[src/rtl/bpdc_pkg.sv]
// Shared types and constants of the button press duration classifier.
// Used by bpdc_lane, bpdc_merge and button_press_duration_classifier.
package bpdc_pkg;

    // Lanes the result word can carry, and the fixed widths of the fields.
    localparam int LANE_MAX    = 8;
    localparam int STATE_BITS  = 3;
    localparam int CFG_BITS    = 16;
    localparam int CFG_IDX_BITS = 2;
    localparam int STATES_W    = LANE_MAX * STATE_BITS;

    // Configuration register indexes.
    localparam logic [CFG_IDX_BITS-1:0] CFG_DEBOUNCE  = 2'd0;
    localparam logic [CFG_IDX_BITS-1:0] CFG_LONG      = 2'd1;
    localparam logic [CFG_IDX_BITS-1:0] CFG_SUPERLONG = 2'd2;

    // Reset values of the configuration registers.
    localparam logic [CFG_BITS-1:0] DEBOUNCE_RESET  = 16'd50;
    localparam logic [CFG_BITS-1:0] LONG_RESET      = 16'd1000;
    localparam logic [CFG_BITS-1:0] SUPERLONG_RESET = 16'd3000;

    // Press state codes.
    typedef enum logic [STATE_BITS-1:0] {
        ST_IDLE      = 3'd0,
        ST_SHORT     = 3'd1,
        ST_LONG      = 3'd2,
        ST_SUPER     = 3'd3,
        ST_SHORT_REL = 3'd4,
        ST_LONG_REL  = 3'd5,
        ST_SUPER_REL = 3'd6
    } t_press_state;

    // Thresholds shared by all lanes.
    typedef struct packed {
        logic [CFG_BITS-1:0] debounce;
        logic [CFG_BITS-1:0] long_press;
        logic [CFG_BITS-1:0] superlong_press;
    } t_cfg;

    // What one lane reports for the current word.
    typedef struct packed {
        logic [STATE_BITS-1:0] state;
        logic                  changed;
    } t_lane_out;

endpackage

[src/rtl/button_press_duration_classifier.sv]
// Top level of the button press duration classifier.
// Instantiates one bpdc_lane per button and bpdc_merge; uses bpdc_pkg.
//
// Usage: every input word is one millisecond tick carrying the sampled level
// of each button (bit i high means button i is pressed). Each lane tracks how
// long its level has been stable and steps its press state through short,
// long and superlong press, and the matching released states, once the
// level has been stable longer than the debounce threshold.
// Input channel: i_in_valid / o_in_ready with i_pin_levels. Output channel:
// o_out_valid / i_out_ready with o_button_states (3 bits per button) and
// o_changed_mask (bit set where the state moved this tick).
// The result of an accepted word is formed combinationally and registered
// in the output stage. All lanes update in parallel from one compare chain,
// so one word is accepted every cycle while the receiver keeps up.
// The output stage holds two words, so one more word is taken while a result
// waits; when both are full o_in_ready drops until the receiver takes one.
// Reset (synchronous, active low) clears every lane to released level, zero
// count and idle state, empties the output stage and loads the default
// thresholds 50, 1000 and 3000 ticks. The user writes thresholds through
// the configuration port only while idle (unenforced); index 3 is ignored.
module button_press_duration_classifier import bpdc_pkg::*; #(
    parameter int BUTTONS   = 8,
    parameter int TIME_BITS = 16
) (
    input  logic                    i_clk,
    input  logic                    i_rst_n,
    input  logic                    i_in_valid,
    output logic                    o_in_ready,
    input  logic [LANE_MAX-1:0]     i_pin_levels,
    output logic                    o_out_valid,
    input  logic                    i_out_ready,
    output logic [STATES_W-1:0]     o_button_states,
    output logic [LANE_MAX-1:0]     o_changed_mask,
    input  logic                    i_cfg_we,
    input  logic [CFG_IDX_BITS-1:0] i_cfg_index,
    input  logic [CFG_BITS-1:0]     i_cfg_data
);

    t_cfg      r_cfg;
    t_lane_out lane_reports [LANE_MAX];
    logic      accept;

    assign accept = i_in_valid && o_in_ready;

    // Threshold registers.
    always_ff @(posedge i_clk) begin
        if (!i_rst_n) begin
            r_cfg.debounce        <= DEBOUNCE_RESET;
            r_cfg.long_press      <= LONG_RESET;
            r_cfg.superlong_press <= SUPERLONG_RESET;
        end else if (i_cfg_we) begin
            unique case (i_cfg_index)
                CFG_DEBOUNCE:  r_cfg.debounce        <= i_cfg_data;
                CFG_LONG:      r_cfg.long_press      <= i_cfg_data;
                CFG_SUPERLONG: r_cfg.superlong_press <= i_cfg_data;
                default: ;
            endcase
        end
    end

    // Lanes from index BUTTONS upward are absent and report idle and unchanged.
    for (genvar g = 0; g < LANE_MAX; g++) begin : g_lane
        if (g < BUTTONS) begin : g_used
            bpdc_lane #(
                .TIME_BITS (TIME_BITS)
            ) u_lane (
                .i_clk    (i_clk),
                .i_rst_n  (i_rst_n),
                .i_accept (accept),
                .i_level  (i_pin_levels[g]),
                .i_cfg    (r_cfg),
                .o_report (lane_reports[g])
            );
        end else begin : g_unused
            assign lane_reports[g] = '0;
        end
    end

    bpdc_merge u_merge (
        .i_clk       (i_clk),
        .i_rst_n     (i_rst_n),
        .i_push      (accept),
        .i_lanes     (lane_reports),
        .o_ready     (o_in_ready),
        .o_valid     (o_out_valid),
        .i_pop_ready (i_out_ready),
        .o_states    (o_button_states),
        .o_changed   (o_changed_mask)
    );

endmodule

[src/rtl/bpdc_lane.sv]
// One button lane: last level, saturating hold counter and press state.
// Depends on bpdc_pkg for the state codes, threshold and report structs.
module bpdc_lane import bpdc_pkg::*; #(
    parameter int TIME_BITS = 16
) (
    input  logic      i_clk,
    input  logic      i_rst_n,
    input  logic      i_accept,
    input  logic      i_level,
    input  t_cfg      i_cfg,
    output t_lane_out o_report
);

    localparam int CMP_W = (TIME_BITS > CFG_BITS) ? TIME_BITS : CFG_BITS;
    localparam logic [TIME_BITS-1:0] COUNT_MAX = {TIME_BITS{1'b1}};

    logic                  r_raw;
    logic [TIME_BITS-1:0]  r_held;
    logic [STATE_BITS-1:0] r_state;

    logic                  n_raw;
    logic [TIME_BITS-1:0]  n_held;
    logic [STATE_BITS-1:0] n_state;
    logic [CMP_W-1:0]      held_ext;

    always_comb begin
        n_raw = i_level;
        if (i_level != r_raw) begin
            n_held = '0;
        end else if (r_held != COUNT_MAX) begin
            n_held = r_held + 1'b1;
        end else begin
            n_held = r_held;
        end
        held_ext = CMP_W'(n_held);

        n_state = r_state;
        if (held_ext > CMP_W'(i_cfg.debounce)) begin
            if (i_level) begin
                case (r_state)
                    ST_SHORT: begin
                        if (held_ext > CMP_W'(i_cfg.long_press)) begin
                            n_state = ST_LONG;
                        end
                    end
                    ST_LONG: begin
                        if (held_ext > CMP_W'(i_cfg.superlong_press)) begin
                            n_state = ST_SUPER;
                        end
                    end
                    ST_SUPER: n_state = r_state;
                    default:  n_state = ST_SHORT;
                endcase
            end else begin
                case (r_state)
                    ST_SHORT: n_state = ST_SHORT_REL;
                    ST_LONG:  n_state = ST_LONG_REL;
                    ST_SUPER: n_state = ST_SUPER_REL;
                    default:  n_state = r_state;
                endcase
            end
        end
    end

    always_ff @(posedge i_clk) begin
        if (!i_rst_n) begin
            r_raw   <= 1'b0;
            r_held  <= '0;
            r_state <= ST_IDLE;
        end else if (i_accept) begin
            r_raw   <= n_raw;
            r_held  <= n_held;
            r_state <= n_state;
        end
    end

    assign o_report.state   = n_state;
    assign o_report.changed = (n_state != r_state);

endmodule

[src/rtl/bpdc_merge.sv]
// Packs the lane reports into one result word and holds it in a two-entry
// output stage (main register plus skid register). Depends on bpdc_pkg.
module bpdc_merge import bpdc_pkg::*; (
    input  logic                i_clk,
    input  logic                i_rst_n,
    input  logic                i_push,
    input  t_lane_out           i_lanes [LANE_MAX],
    output logic                o_ready,
    output logic                o_valid,
    input  logic                i_pop_ready,
    output logic [STATES_W-1:0] o_states,
    output logic [LANE_MAX-1:0] o_changed
);

    logic [STATES_W-1:0] new_states;
    logic [LANE_MAX-1:0] new_changed;

    logic                r_out_valid;
    logic [STATES_W-1:0] r_out_states;
    logic [LANE_MAX-1:0] r_out_changed;
    logic                r_skid_valid;
    logic [STATES_W-1:0] r_skid_states;
    logic [LANE_MAX-1:0] r_skid_changed;

    logic pop;

    always_comb begin
        for (int i = 0; i < LANE_MAX; i++) begin
            new_states[i*STATE_BITS +: STATE_BITS] = i_lanes[i].state;
            new_changed[i]                         = i_lanes[i].changed;
        end
    end

    assign pop = r_out_valid && i_pop_ready;

    always_ff @(posedge i_clk) begin
        if (!i_rst_n) begin
            r_out_valid  <= 1'b0;
            r_skid_valid <= 1'b0;
        end else begin
            if (!r_out_valid || pop) begin
                r_out_valid <= r_skid_valid || i_push;
            end
            if (r_skid_valid) begin
                if (pop) begin
                    r_skid_valid <= i_push;
                end
            end else begin
                r_skid_valid <= i_push && r_out_valid && !pop;
            end
        end
    end

    // Payload registers follow the same steering without reset.
    always_ff @(posedge i_clk) begin
        if (!r_out_valid || pop) begin
            if (r_skid_valid) begin
                r_out_states  <= r_skid_states;
                r_out_changed <= r_skid_changed;
            end else begin
                r_out_states  <= new_states;
                r_out_changed <= new_changed;
            end
        end
        if (i_push && (r_skid_valid || (r_out_valid && !pop))) begin
            r_skid_states  <= new_states;
            r_skid_changed <= new_changed;
        end
    end

    assign o_ready   = !r_skid_valid;
    assign o_valid   = r_out_valid;
    assign o_states  = r_out_states;
    assign o_changed = r_out_changed;

endmodule

[config.mk]
export PLATFORM = sky130hd
export DESIGN_NAME = button_press_duration_classifier
export DESIGN_NICKNAME = d
export VERILOG_FILES = /design/src/rtl/bpdc_pkg.sv /design/src/rtl/button_press_duration_classifier.sv /design/src/rtl/bpdc_lane.sv /design/src/rtl/bpdc_merge.sv
export SDC_FILE = /design/constraint.sdc
export NUM_CORES = 1
export LEC_CHECK = 0
export BUFFER_PORTS_ARGS = -buffer_cell sky130_fd_sc_hd__buf_2
export CAP_MARGIN = 20
export CORE_ASPECT_RATIO = 0.5
export CORE_MARGIN = 2
export CORE_UTILIZATION = 50
export DETAILED_ROUTE_END_ITERATION = 16
export PLACE_DENSITY = 0.7
export RECOVER_POWER = 25
export SYNTH_ARGS = -nofsm -noshare
export SYNTH_HDL_FRONTEND = slang
export SYNTH_SLANG_ARGS = --single-unit
[constraint.sdc]
create_clock -name i_clk -period 4.92 [get_ports i_clk]
set_input_delay 0.492 -clock i_clk [delete_from_list [all_inputs] [get_ports i_clk]]
set_output_delay 0.492 -clock i_clk [all_outputs]
set_load 0.01 [all_outputs]
==> tab_implementation.tex <==
\begin{tabular}{lr}
\hline
Metric & Value \\
\hline
\multicolumn{2}{l}{\textbf{Run status}} \\
Run status & finished with violations \\
Violated checks & max-capacitance violations, max-slew violations \\
\multicolumn{2}{l}{\textbf{Clocking}} \\
Number of cells upsized or downsized after cts & 0 \\
Clock Root Buffer & sky130\_fd\_sc\_hd\_\_clkbuf\_16 \\
Clock tree from TritonCTS & done \\
CTS H-tree lvls & 1 \\
CTS sink cnt & about 270 \\
Clock slew at reported path FFs & about 70 ps \\
Hold bufs inserted after CTS & 0 \\
Number of clock buffers inserted by TritonCTS & 28 \\
Clock insertion delay at the later pin of the skew report & roughly 600 ps \\
Deepest clock path buffer count & 3 \\
Post-CTS Setup Inserts & 0 \\
\multicolumn{2}{l}{\textbf{Cells and area}} \\
Number of inserted diodes & 0 \\
Filler-free cell count of the finished design & 3520 \\
Fillers & approximately 4300 \\
Layout cells sized above 1 & 0.0633 \\
Layout Nets & around 3300 \\
Synthesis-to-finish area growth & 8.85\% \\
\multicolumn{2}{l}{\textbf{Synthesis}} \\
Mean cell area of the mapped netlist & 8.08 sq um \\
Area fraction of the dominant cell type after synthesis & 0.211 \\
Most common cell in the synthesized netlist & sky130\_fd\_sc\_hd\_\_ha\_1 \\
Sequential fraction of the synthesis area & 0.265 \\
Count of flip-flops with a built-in enable after synthesis & between 60 and 70 \\
Flip-flop and latch count after synthesis & 274 \\
Nets in the synthesized netlist & roughly 3300 \\
Total standard cell area after synthesis & 0.0231 sq mm \\
Library cell with the largest summed area after synthesis & sky130\_fd\_sc\_hd\_\_ha\_1 \\
Unique cell type count in the Yosys netlist & 85 \\
Predominant post-synthesis flop cell & sky130\_fd\_sc\_hd\_\_dfxtp\_1 \\
Most used standard cells in the synthesized netlist & sky130\_fd\_sc\_hd\_\_ha\_1 (389), sky130\_fd\_sc\_hd\_\_nand2\_1 (355), sky130\_fd\_sc\_hd\_\_a21oi\_1 (306), sky130\_fd\_sc\_hd\_\_nor2\_1 (244), sky130\_fd\_sc\_hd\_\_dfxtp\_1 (210) \\
Share of synthesized flip-flops with an asynchronous set or reset & 0 \\
Number of instances in the synthesized netlist & roughly 2900 \\
Synth top area cells & sky130\_fd\_sc\_hd\_\_ha\_1 (21\%), sky130\_fd\_sc\_hd\_\_dfxtp\_1 (18\%), sky130\_fd\_sc\_hd\_\_edfxtp\_1 (8.3\%) \\
Synth warn & 0 \\
\multicolumn{2}{l}{\textbf{STA}} \\
Endpoints failing hold & 0 \\
Fin Setup TNS & 0 ps \\
Tmin final & roughly 4600 ps \\
Fin Clk Skew & about 27 ps \\
Worst setup slack after layout & about 280 ps \\
Fin crit share & 0.943 \\
Max Fclk & between 200 and 250 MHz \\
Number of pins exceeding their max-slew limit in the final report & 160 \\
Final setup violating endpoints & 0 \\
Relative slew margins & -1.18 \\
Least-Margin Pin Slew & between 3000 and 4000 ps \\
\multicolumn{2}{l}{\textbf{Global routing}} \\
GRT Resource Usage Total & 0.309 \\
Global-route wire length before repair & approximately 120000 um \\
Overflow left after global routing & 0 \\
Initial antenna violation count & 2 \\
Vias in the first global route & roughly 20000 \\
Largest net degree at the start of global routing & between 90 and 100 \\
\multicolumn{2}{l}{\textbf{Floorplan}} \\
Number of standard-cell rows in the floorplan & 55 \\
Initial cell density of the core & 0.509 \\
X dimension of the die & between 300 and 400 um \\
Io pins & 65 \\
Core area & roughly 0.045 sq mm \\
Die Area & slightly below 0.05 sq mm \\
Vertical die dimension & approximately 160 um \\
\multicolumn{2}{l}{\textbf{Critical path}} \\
CP Data Arrival Time & between 4000 and 5000 ps \\
Type of the setup path with the least slack & flip-flop to flip-flop \\
Worst path required time & about 5300 ps \\
Crit path max-delay cell type & sky130\_fd\_sc\_hd\_\_dfxtp\_1 \\
Startpoint types & flip-flop \\
Nature of the critical path endpoint & flip-flop \\
Worst Path Max Fanout & 12 \\
Critical path cell sequence & ha\_1 > and3\_1 > and2\_1 > nand4\_1 > buf\_4 > and2\_0 > xnor2\_1 > nor2\_1 > ha\_1 > nand4\_1 > nor2\_1 > a211o\_1 > a2111o\_1 > a21oi\_1 > nor3\_1 > mux2\_2 > mux2\_2 \\
Peak per-stage delay on the critical path & between 400 and 500 ps \\
\multicolumn{2}{l}{\textbf{Placement}} \\
Cell Count Post-Placement & between 3000 and 4000 \\
Final weighted congestion of routability-driven global placement & between 0.9 and 1 \\
Pre-CTS setup slack & roughly 370 ps \\
Count of port buffers added during placement & between 60 and 70 \\
Post-DP HPWL & between 50000 and 60000 um \\
\multicolumn{2}{l}{\textbf{Routing}} \\
Initial detailed-routing violation count & between 2000 and 2500 \\
Number of vias per cell & approximately 6.4 \\
Routed wire per std cell & between 20 and 25 um \\
Count of nets left with antenna violations after detail routing & 0 \\
Detailed-route wire length & $\sim$76000 um \\
Vias after detailed routing & around 22000 \\
Number of iterations in the first detailed-routing pass & 5 \\
Remaining design rule violation count & 0 \\
\multicolumn{2}{l}{\textbf{Run}} \\
Max-cap check violation count & 3 \\
\multicolumn{2}{l}{\textbf{Power}} \\
Pleak & between 10 and 15 nW \\
Areal power density over the cells & $\sim$210 mW/mm\^{}2 \\
Total power & between 5 and 6 mW \\
Largest voltage drop on the vdd net & between 0.0002 and 0.0003 V \\
\multicolumn{2}{l}{\textbf{Min path}} \\
Kind of path behind the tightest hold check & input port to flip-flop \\
\hline
\end{tabular}
==> path summary, 6_finish.rpt <==
kind                                              to                              start  slack, ps  cells past startpoint
worst max-delay path            u_merge.o_states[16]  g_lane[5].g_used.u_lane.r_held[0]        280                     17
worst min-delay path            u_merge.r_skid_valid                        i_out_ready        100                      2
worst max register to register  u_merge.o_states[16]  g_lane[5].g_used.u_lane.r_held[0]        280                     17
worst min register to register             r_cfg[13]                          r_cfg[13]        460                      2
==> metal layers <==
layer | GRT usage | wire (um) | vias up
li1 | - | - | 10746
met2 | 0.461 | 30900 | 977
met5 | 0 | 40 | -
met4 | 0.103 | 2810 | 6
met3 | 0.0679 | 7610 | 169
met1 | 0.439 | 34500 | 10601
==> critical path, delay by kind of cell (launching register included) <==
kind	cells	cell delay (ps)
simple gates	8	1390
compound gates	3	1050
mux	2	590
fa+ha+maj	2	570
flops	1	440
buf+inv	1	200
xor+xnor	1	160
==> logic make-up after synthesis <==
group / after synthesis / synth area share
xor+xnor: 101 / 0.0383
simple gates: 1092 / 0.227
mux: 28 / 0.0129
fa+ha+maj: 389 / 0.211
buf+inv: 199 / 0.0330
compound gates: 778 / 0.213
flops: 274 / 0.265
==> where the power goes <==
group          internal (mW)  total [mW]  switching, mW
logic                  0.222       0.759          0.537
clock network           1.26        2.25          0.990
registers               2.35        2.40         0.0443
total                   3.83        5.40           1.57
==> sequential cells by signal, summed over array words and instances (netlist names) <==
name                          count
u_merge.o_valid                   1
u_merge.o_states                 24
g_lane.g_used.u_lane.r_held     128
r_cfg                            48
u_merge.r_skid_states            24
u_merge.r_skid_valid              1
g_lane.g_used.u_lane.r_raw        8
u_merge.r_skid_changed            8
u_merge.o_changed                 8
g_lane.g_used.u_lane.r_state     24
==> cells in the final DEF, fill, tap and decap left out, drive strengths merged, types with 30 or more instances in the layout <==
cell type and n:
nand3 89, o31ai 30, o21ai 124, o211ai 33, dfxtp 210, nor2 244
nand2 355, nand4 111, ha 389, buf 88, nor2b 42, clkbuf 71
a21oi 306, xnor2 40, inv 88, nor3 82, a21o 86, edfxtp 64
xor2 61, and3 36
==> area by class of cell <==
class / count / area [sq um] / share of cell area
tap: 598 / 748 / 0.0297
clock buffer: 35 / 757 / 0.0301
multi-input combinational: 2388 / 16300 / 0.646
sequential: 274 / 6130 / 0.244
timing repair buffer: 124 / 763 / 0.0303
inverter: 84 / 315 / 0.0125
clock inverter: 17 / 184 / 0.00731
==> metrics by stage <==
step / instance area (sq um) / util / hold slack (ps)
floorplan: 23100 / - / 436
detailed placement: 24200 / 0.534 / 447
CTS: 25200 / 0.554 / 77.3
finish: 25200 / 0.554 / 100
global route: 25200 / 0.554 / 104
global placement: 24200 / 0.534 / 442
No activity file was read; power rests on OpenSTA's default activity.
